**config.mk**
```make
export PLATFORM = sky130hd
export DESIGN_NAME = ultrasonic_gate_sequencer
export DESIGN_NICKNAME = d
export VERILOG_FILES = /design/src/hdl/ugs_pkg.sv /design/src/hdl/ultrasonic_gate_sequencer.sv /design/src/hdl/ugs_core.sv
export SDC_FILE = /design/constraint.sdc
export NUM_CORES = 1
export LEC_CHECK = 0
export ABC_AREA = 1
export BUFFER_PORTS_ARGS = -buffer_cell sky130_fd_sc_hd__buf_4
export CORE_UTILIZATION = 40
export CTS_CLUSTER_SIZE = 28
export DETAILED_ROUTE_END_ITERATION = 6
export MAX_ROUTING_LAYER = met4
export PLACE_DENSITY_LB_ADDON = 0.3
export SYNTH_ARGS = -nofsm -noshare
export SYNTH_HDL_FRONTEND = slang
export SYNTH_SLANG_ARGS = --single-unit
```
**constraint.sdc**
```tcl
create_clock -name clk -period 6.8 [get_ports clk]
set_input_delay 1.36 -clock clk [delete_from_list [all_inputs] [get_ports clk]]
set_output_delay 1.36 -clock clk [all_outputs]
set_load 0.005 [all_outputs]
```
**src/hdl/ugs_pkg.sv**
```systemverilog
`timescale 1ns / 1ps
// Shared types, constants and register map of the ultrasonic gate sequencer.
package ugs_pkg;

    localparam int ECHO_COUNT_BITS_DEF = 16;
    localparam int WAIT_COUNT_BITS_DEF = 24;

    localparam int CFG_INDEX_BITS = 3;
    localparam int CFG_DATA_BITS  = 24;
    localparam int DIST_BITS      = 11;

    localparam logic [CFG_INDEX_BITS-1:0] REG_SETTLE_TICKS    = 3'd0;
    localparam logic [CFG_INDEX_BITS-1:0] REG_TRIGGER_TICKS   = 3'd1;
    localparam logic [CFG_INDEX_BITS-1:0] REG_NEAR_CM         = 3'd2;
    localparam logic [CFG_INDEX_BITS-1:0] REG_FAR_CM          = 3'd3;
    localparam logic [CFG_INDEX_BITS-1:0] REG_IDLE_WAIT_TICKS = 3'd4;
    localparam logic [CFG_INDEX_BITS-1:0] REG_EXIT_WAIT_TICKS = 3'd5;

    localparam logic [7:0]  SETTLE_TICKS_RST    = 8'd2;
    localparam logic [7:0]  TRIGGER_TICKS_RST   = 8'd10;
    localparam logic [10:0] NEAR_CM_RST         = 11'd50;
    localparam logic [10:0] FAR_CM_RST          = 11'd60;
    localparam logic [23:0] IDLE_WAIT_TICKS_RST = 24'd500000;
    localparam logic [23:0] EXIT_WAIT_TICKS_RST = 24'd2000000;

    localparam logic [DIST_BITS-1:0] DIST_MUL = 11'd1124;
    localparam logic [DIST_BITS-1:0] DIST_MAX = 11'd1124;

    typedef struct packed {
        logic [7:0]  settle_ticks;
        logic [7:0]  trigger_ticks;
        logic [10:0] near_cm;
        logic [10:0] far_cm;
        logic [23:0] idle_wait_ticks;
        logic [23:0] exit_wait_ticks;
    } ugs_cfg_t;

    typedef struct packed {
        logic                 trigger_out;
        logic                 gate_pin;
        logic                 photo_request;
        logic                 distance_valid;
        logic [DIST_BITS-1:0] distance_cm;
    } ugs_result_t;

endpackage

```
**src/hdl/ultrasonic_gate_sequencer.sv**
```systemverilog
`timescale 1ns / 1ps
// Top level of the ultrasonic gate sequencer: configuration registers and handshakes.
//
// Each input transaction is one 1 us tick carrying the echo level, a button event
// and the access verdict; each tick yields exactly one result transaction with the
// trigger level, gate drive, photo request and distance.
// Input channel: in_valid / in_stall. Output channel: out_valid / out_stall.
// A transaction is taken at a clock edge where valid is high and stall is low.
// The result is captured in the output register when its tick is accepted.
// Throughput: one tick per cycle while the receiver does not stall; the sequencer
// state and the output register both update in the accepting cycle.
// When the receiver stalls with a result held, in_stall rises in the same cycle
// and the held result stays unchanged until taken; the output register frees as
// the result leaves, so a new tick is taken in that same cycle.
// Configuration: cfg_write with cfg_index and cfg_data writes one register per
// cycle; indexes beyond the register list are dropped. Write only while idle.
// Reset: the sequencer starts in the settle phase, gate closed, monitor mode,
// distance 0, registers at their defaults, no result pending.
module ultrasonic_gate_sequencer #(
    parameter int ECHO_COUNT_BITS = ugs_pkg::ECHO_COUNT_BITS_DEF,
    parameter int WAIT_COUNT_BITS = ugs_pkg::WAIT_COUNT_BITS_DEF
) (
    input  logic                                clk,
    input  logic                                rst_n,
    input  logic                                in_valid,
    output logic                                in_stall,
    input  logic                                echo_level,
    input  logic                                button_press,
    input  logic                                verdict_valid,
    input  logic                                verdict_granted,
    output logic                                out_valid,
    input  logic                                out_stall,
    output logic                                trigger_out,
    output logic                                gate_pin,
    output logic                                photo_request,
    output logic                                distance_valid,
    output logic [ugs_pkg::DIST_BITS-1:0]       distance_cm,
    input  logic                                cfg_write,
    input  logic [ugs_pkg::CFG_INDEX_BITS-1:0]  cfg_index,
    input  logic [ugs_pkg::CFG_DATA_BITS-1:0]   cfg_data
);

    ugs_pkg::ugs_cfg_t    cfg_reg;
    ugs_pkg::ugs_result_t res;
    ugs_pkg::ugs_result_t res_reg;
    logic                 out_valid_reg, out_valid_next;
    logic                 accept;

    assign in_stall = out_valid_reg & out_stall;
    assign accept   = in_valid & ~in_stall;

    always_ff @(posedge clk or negedge rst_n)
    begin
        if (!rst_n)
        begin
            cfg_reg.settle_ticks    <= ugs_pkg::SETTLE_TICKS_RST;
            cfg_reg.trigger_ticks   <= ugs_pkg::TRIGGER_TICKS_RST;
            cfg_reg.near_cm         <= ugs_pkg::NEAR_CM_RST;
            cfg_reg.far_cm          <= ugs_pkg::FAR_CM_RST;
            cfg_reg.idle_wait_ticks <= ugs_pkg::IDLE_WAIT_TICKS_RST;
            cfg_reg.exit_wait_ticks <= ugs_pkg::EXIT_WAIT_TICKS_RST;
        end
        else if (cfg_write)
        begin
            case (cfg_index)
                ugs_pkg::REG_SETTLE_TICKS:    cfg_reg.settle_ticks    <= cfg_data[7:0];
                ugs_pkg::REG_TRIGGER_TICKS:   cfg_reg.trigger_ticks   <= cfg_data[7:0];
                ugs_pkg::REG_NEAR_CM:         cfg_reg.near_cm         <= cfg_data[10:0];
                ugs_pkg::REG_FAR_CM:          cfg_reg.far_cm          <= cfg_data[10:0];
                ugs_pkg::REG_IDLE_WAIT_TICKS: cfg_reg.idle_wait_ticks <= cfg_data;
                ugs_pkg::REG_EXIT_WAIT_TICKS: cfg_reg.exit_wait_ticks <= cfg_data;
                default:
                begin
                end
            endcase
        end
    end

    ugs_core #(
        .ECHO_COUNT_BITS (ECHO_COUNT_BITS),
        .WAIT_COUNT_BITS (WAIT_COUNT_BITS)
    ) u_core (
        .clk             (clk),
        .rst_n           (rst_n),
        .step            (accept),
        .echo_level      (echo_level),
        .button_press    (button_press),
        .verdict_valid   (verdict_valid),
        .verdict_granted (verdict_granted),
        .cfg             (cfg_reg),
        .res             (res)
    );

    always_comb
    begin
        out_valid_next = out_valid_reg;
        if (accept)
        begin
            out_valid_next = 1'b1;
        end
        else if (!out_stall)
        begin
            out_valid_next = 1'b0;
        end
    end

    always_ff @(posedge clk or negedge rst_n)
    begin
        if (!rst_n)
        begin
            out_valid_reg <= 1'b0;
        end
        else
        begin
            out_valid_reg <= out_valid_next;
        end
    end

    always_ff @(posedge clk)
    begin
        if (accept)
        begin
            res_reg <= res;
        end
    end

    assign out_valid      = out_valid_reg;
    assign trigger_out    = res_reg.trigger_out;
    assign gate_pin       = res_reg.gate_pin;
    assign photo_request  = res_reg.photo_request;
    assign distance_valid = res_reg.distance_valid;
    assign distance_cm    = res_reg.distance_cm;

endmodule

```
**src/hdl/ugs_core.sv**
```systemverilog
`timescale 1ns / 1ps
// Measurement sequencer: phase logic, counters, distance conversion and gate state.
module ugs_core #(
    parameter int ECHO_COUNT_BITS = ugs_pkg::ECHO_COUNT_BITS_DEF,
    parameter int WAIT_COUNT_BITS = ugs_pkg::WAIT_COUNT_BITS_DEF
) (
    input  logic                clk,
    input  logic                rst_n,
    input  logic                step,
    input  logic                echo_level,
    input  logic                button_press,
    input  logic                verdict_valid,
    input  logic                verdict_granted,
    input  ugs_pkg::ugs_cfg_t   cfg,
    output ugs_pkg::ugs_result_t res
);

    localparam logic [2:0] PH_SETTLE  = 3'd0;
    localparam logic [2:0] PH_PULSE   = 3'd1;
    localparam logic [2:0] PH_RISE    = 3'd2;
    localparam logic [2:0] PH_MEASURE = 3'd3;
    localparam logic [2:0] PH_VERDICT = 3'd4;
    localparam logic [2:0] PH_WAIT    = 3'd5;

    localparam int TGT_BITS  = (WAIT_COUNT_BITS > 24) ? WAIT_COUNT_BITS : 24;
    localparam int PROD_BITS = ECHO_COUNT_BITS + ugs_pkg::DIST_BITS;

    localparam logic [TGT_BITS-1:0] WAIT_MAX =
        TGT_BITS'({WAIT_COUNT_BITS{1'b1}});

    logic [2:0]                     phase_reg, phase_next;
    logic                           exit_watch_reg, exit_watch_next;
    logic                           gate_open_reg, gate_open_next;
    logic [WAIT_COUNT_BITS-1:0]     tick_count_reg, tick_count_next;
    logic [ECHO_COUNT_BITS-1:0]     echo_width_reg, echo_width_next;
    logic [ugs_pkg::DIST_BITS-1:0]  last_distance_reg, last_distance_next;

    logic [WAIT_COUNT_BITS:0]       tick_inc;
    logic [TGT_BITS-1:0]            target_raw;
    logic [TGT_BITS-1:0]            target;
    logic [PROD_BITS-1:0]           prod;
    logic [PROD_BITS-1:0]           dist_raw;
    logic [ugs_pkg::DIST_BITS-1:0]  dist_sat;
    logic                           gate_after;
    logic                           trig;
    logic                           photo;
    logic                           dvalid;

    assign tick_inc   = {1'b0, tick_count_reg} + {{WAIT_COUNT_BITS{1'b0}}, 1'b1};
    assign target_raw = exit_watch_reg ? TGT_BITS'(cfg.exit_wait_ticks)
                                       : TGT_BITS'(cfg.idle_wait_ticks);
    assign target     = (target_raw > WAIT_MAX) ? WAIT_MAX : target_raw;
    assign prod       = PROD_BITS'(echo_width_reg) * PROD_BITS'(ugs_pkg::DIST_MUL);
    assign dist_raw   = prod >> 16;
    assign dist_sat   = (dist_raw > PROD_BITS'(ugs_pkg::DIST_MAX)) ? ugs_pkg::DIST_MAX
                                                                   : dist_raw[10:0];

    always_comb
    begin
        phase_next         = phase_reg;
        exit_watch_next    = exit_watch_reg;
        gate_after         = gate_open_reg;
        tick_count_next    = tick_count_reg;
        echo_width_next    = echo_width_reg;
        last_distance_next = last_distance_reg;
        trig               = 1'b0;
        photo              = 1'b0;
        dvalid             = 1'b0;
        case (phase_reg)
            PH_PULSE:
            begin
                trig            = 1'b1;
                tick_count_next = tick_inc[WAIT_COUNT_BITS-1:0];
                if (tick_inc >= (WAIT_COUNT_BITS+1)'(cfg.trigger_ticks))
                begin
                    phase_next      = PH_RISE;
                    tick_count_next = '0;
                end
            end
            PH_RISE:
            begin
                if (echo_level)
                begin
                    echo_width_next = ECHO_COUNT_BITS'(1);
                    phase_next      = PH_MEASURE;
                end
            end
            PH_MEASURE:
            begin
                if (echo_level)
                begin
                    if (echo_width_reg != {ECHO_COUNT_BITS{1'b1}})
                    begin
                        echo_width_next = echo_width_reg + ECHO_COUNT_BITS'(1);
                    end
                end
                else
                begin
                    last_distance_next = dist_sat;
                    dvalid             = 1'b1;
                    tick_count_next    = '0;
                    phase_next         = PH_WAIT;
                    if (!exit_watch_reg)
                    begin
                        if (dist_sat < cfg.near_cm)
                        begin
                            photo      = 1'b1;
                            phase_next = PH_VERDICT;
                        end
                    end
                    else if (dist_sat >= cfg.far_cm)
                    begin
                        gate_after      = 1'b0;
                        exit_watch_next = 1'b0;
                    end
                end
            end
            PH_VERDICT:
            begin
                if (verdict_valid)
                begin
                    tick_count_next = '0;
                    if (verdict_granted)
                    begin
                        gate_after      = 1'b1;
                        exit_watch_next = 1'b1;
                        phase_next      = PH_SETTLE;
                    end
                    else
                    begin
                        phase_next = PH_WAIT;
                    end
                end
            end
            PH_WAIT:
            begin
                tick_count_next = tick_inc[WAIT_COUNT_BITS-1:0];
                if ((TGT_BITS+1)'(tick_inc) >= (TGT_BITS+1)'(target))
                begin
                    phase_next      = PH_SETTLE;
                    tick_count_next = '0;
                end
            end
            default:
            begin
                phase_next      = PH_SETTLE;
                tick_count_next = tick_inc[WAIT_COUNT_BITS-1:0];
                if (tick_inc >= (WAIT_COUNT_BITS+1)'(cfg.settle_ticks))
                begin
                    phase_next      = PH_PULSE;
                    tick_count_next = '0;
                end
            end
        endcase
        gate_open_next = gate_after ^ button_press;
    end

    always_ff @(posedge clk or negedge rst_n)
    begin
        if (!rst_n)
        begin
            phase_reg         <= PH_SETTLE;
            exit_watch_reg    <= 1'b0;
            gate_open_reg     <= 1'b0;
            tick_count_reg    <= '0;
            echo_width_reg    <= '0;
            last_distance_reg <= '0;
        end
        else if (step)
        begin
            phase_reg         <= phase_next;
            exit_watch_reg    <= exit_watch_next;
            gate_open_reg     <= gate_open_next;
            tick_count_reg    <= tick_count_next;
            echo_width_reg    <= echo_width_next;
            last_distance_reg <= last_distance_next;
        end
    end

    assign res.trigger_out    = trig;
    assign res.gate_pin       = ~gate_open_next;
    assign res.photo_request  = photo;
    assign res.distance_valid = dvalid;
    assign res.distance_cm    = last_distance_next;

endmodule
```
==> flow_summary.ini <==
[outcome]
outcome = completed

[global_route]
antenna_found_initial = 0
grt_pass1_wl_mm = 45.0
track_usage_pct = 20.6
gr-total-overflow = 0
grt_max_degree = 90
grt_pass1_vias = 8779

[finish]
antennaDiodeCount = 0
layout.nets = 1646
seq_area_sq_mm = 0.00406
fin_area_sq_mm = 0.0126
layout_commonest_cell = nand2_1
syn_to_final_growth_pct = 12.6
layout_common_cells = 345 x nand2_1, 240 x inv_1, 129 x ha_1
multi_input_area_sq_mm = 0.00608
layout-drive-gt1-share_pct = 10.1
instances_no_fill = 1844
largest_reg_flops = 86
n_fill_cell = 2730

[timing]
setup_viol = 0
hold_viol = 0
fin_crit_sh_pct = 87.1
fmax_mhz = 169
rsz0062_at_grt = false
maxSlewHeadroom_pct = 43.7
slew_violations = 0
period_needed_ns = 5.93
final.setup.tns_ns = 0
finalClockSkew_ns = 0.0106
worstMarginPinSlew_ns = 0.843

[logic_synthesis]
synth_cells = 1413
netlist_area_sq_mm = 0.0112
seq_area_frac_synth_pct = 36.2
synth_fa_ha_area_share_pct = 18.3
synth-edff-count = 15
synth_xor_area_share_pct = 1.49
ys_warn_count = 0
synth_compound_area_share_pct = 10.7
synth_top_family_by_area = simple AND/OR/NAND/NOR gates
ys_types = 44
yosys-mux-area-fraction_pct = 2.06
synth-main-ff-cell = dfrtp_1
synth_simple_gate_area_share_pct = 21.7
async_reset_ff_share_pct = 90.5
ys_ff_latch = 158
synthesis.nets = 1600
syn_avg_cell_area_sq_um = 7.92

[route]
wl_per_cell_um = 14.7
drc_errors = 0
wirelength_mm = 27.1
ant_nets = 0
wl_met1_mm = 14.4
highest_layer = met4
dr_wl_met2_mm = 11.1
drtIter0Drc = 737
num_vias = 9231
route.met3.wl_mm = 1.15
dr.pass1.iters = 5
avgViaCountPerCell = 5.01

[critical_path]
crit_path_max_incr_delay_ns = 0.53
reg2reg_slack_ns = 0.87
worst_ep_arrival_time_ns = 6.22
crit_type = flop to flop
required_ns = 7.10
end_kind = flop
cp_max_fo = 9
cp_common_cell = nand2_1
slowest_stage = fa_1
critPathLaunchType = flop

[floorplan]
ios = 53
start_util_pct = 41.2
fp.dieW_um = 169
coreArea_sq_mm = 0.0272
fp.dieH_um = 169
dieArea_sq_mm = 0.0287
rows = 60

[cts]
clk_latency_ns = 0.43
cts-root-buf = clkbuf_16
cts_buffers = 17
cts_resized = 0
htreeDepth = 4
clock_sinks = 158
cts_setup_buffers = 0
postCtsHoldBufs = 0
cts_tree = done
clockBufferDepth = 2
cts.clk_slew.worst_paths_ns = 0.07

[hold_path]
timing.hold.worst.class = flop to flop

[placement]
hpwl_mm = 21.0
post_dp_cell_area_sq_mm = 0.0120
gp_congestion = 0.970
place_inst = 1812
numPortBuffers = 52

[pwr]
seqPwrFrac_pct = 29.9
p_per_area_mw_per_mm2 = 347
power_switching_mw = 1.85
p_clk_share_pct = 23.5
ir_drop_mv = 0.181
power.share.switching_pct = 42.2
power.internal_mw = 2.53
power_mw = 4.37
power_leakage_nw = 6.75
combPwrFrac_pct = 46.6

[flow_run]
cap_violations = 0
logic make-up after synthesis:
family,Yosys count
compound gates,220
xor+xnor,19
fa+ha+maj,151
buf+inv,279
flops,158
mux,23
simple gates,563
metal layers:
metal | vias up | track usage [%]
met1 | 4273 | 31.2
met3 | 27 | 2.68
li1 | 4713 | -
met2 | 218 | 28.7
met4 | 0 | 5.09
met5 | - | -
cell type report:
cell class / count / area share [%]
inverters: 248 / 7.38
clock buffers: 18 / 3.48
well taps: 372 / 3.69
flip-flops and latches: 158 / 32.2
clock inverters: 14 / 1.57
multi-input cells: 976 / 48.2
repair buffers: 58 / 3.48
stage by stage:
stage          util [%]  hold WS [ns]  worst slack (ns)
6_report           46.4         0.485             0.874
4_1_cts            46.4         0.490             0.884
3_5_place_dp       44.0         0.466             0.903
2_1_floorplan         -         0.446              1.45
3_3_place_gp       44.0         0.462             0.962
5_1_grt            46.4         0.496             0.307
worst max-delay path, delay by kind of cell (launching register included):
kind,cells,cell delay (ns)
adder cells (fa/ha/maj),6,2.25
AO/OA/AOI/OAI,2,0.22
AND/OR/NAND/NOR,19,2.39
buffers and inverters,4,0.25
XOR/XNOR,1,0.19
flip-flops,1,0.45
cells in the mapped netlist, types with 11 or more instances:
| cell | n | area [sq um] |
|---|---|---|
| o21ai_0 | 123 | 616 |
| a21oi_1 | 57 | 285 |
| dfrtp_1 | 119 | 2980 |
| nand4_1 | 43 | 269 |
| fa_1 | 22 | 440 |
| o41ai_1 | 11 | 96.3 |
| nor2_1 | 74 | 278 |
| nor3_1 | 20 | 100 |
| nand2_1 | 345 | 1290 |
| ha_1 | 129 | 1610 |
| xor2_1 | 17 | 149 |
| mux2i_1 | 23 | 230 |
| nand3_1 | 46 | 230 |
| dfstp_2 | 24 | 631 |
| clkbuf_1 | 27 | 101 |
| inv_1 | 240 | 901 |
| edfxtp_1 | 15 | 450 |
worst paths after layout:
check                                          startpoint                   endpoint  cells after the start
worst min register to register                cfg_reg[11]                cfg_reg[11]                      2
worst max-delay path            u_core.echo_width_reg[10]       u_core.gate_open_reg                     32
min in group asynchronous                           rst_n  u_core.tick_count_reg[20]                      1
worst max register to register  u_core.echo_width_reg[10]       u_core.gate_open_reg                     32
max in group asynchronous                           rst_n  u_core.tick_count_reg[11]                      2
worst min-delay path                          cfg_reg[11]                cfg_reg[11]                      2
power groups by stage:
stage          logic (mW)  clock network [mW]  registers (mW)
2_1_floorplan        1.50                   0            1.28
3_3_place_gp         1.99                   0            1.32
3_5_place_dp         2.01                   0            1.32
4_1_cts              2.03                1.05            1.31
5_1_grt              2.37                1.08            1.33
6_report             2.04                1.03            1.31
Note: power is estimated with default switching activity, not from simulation.
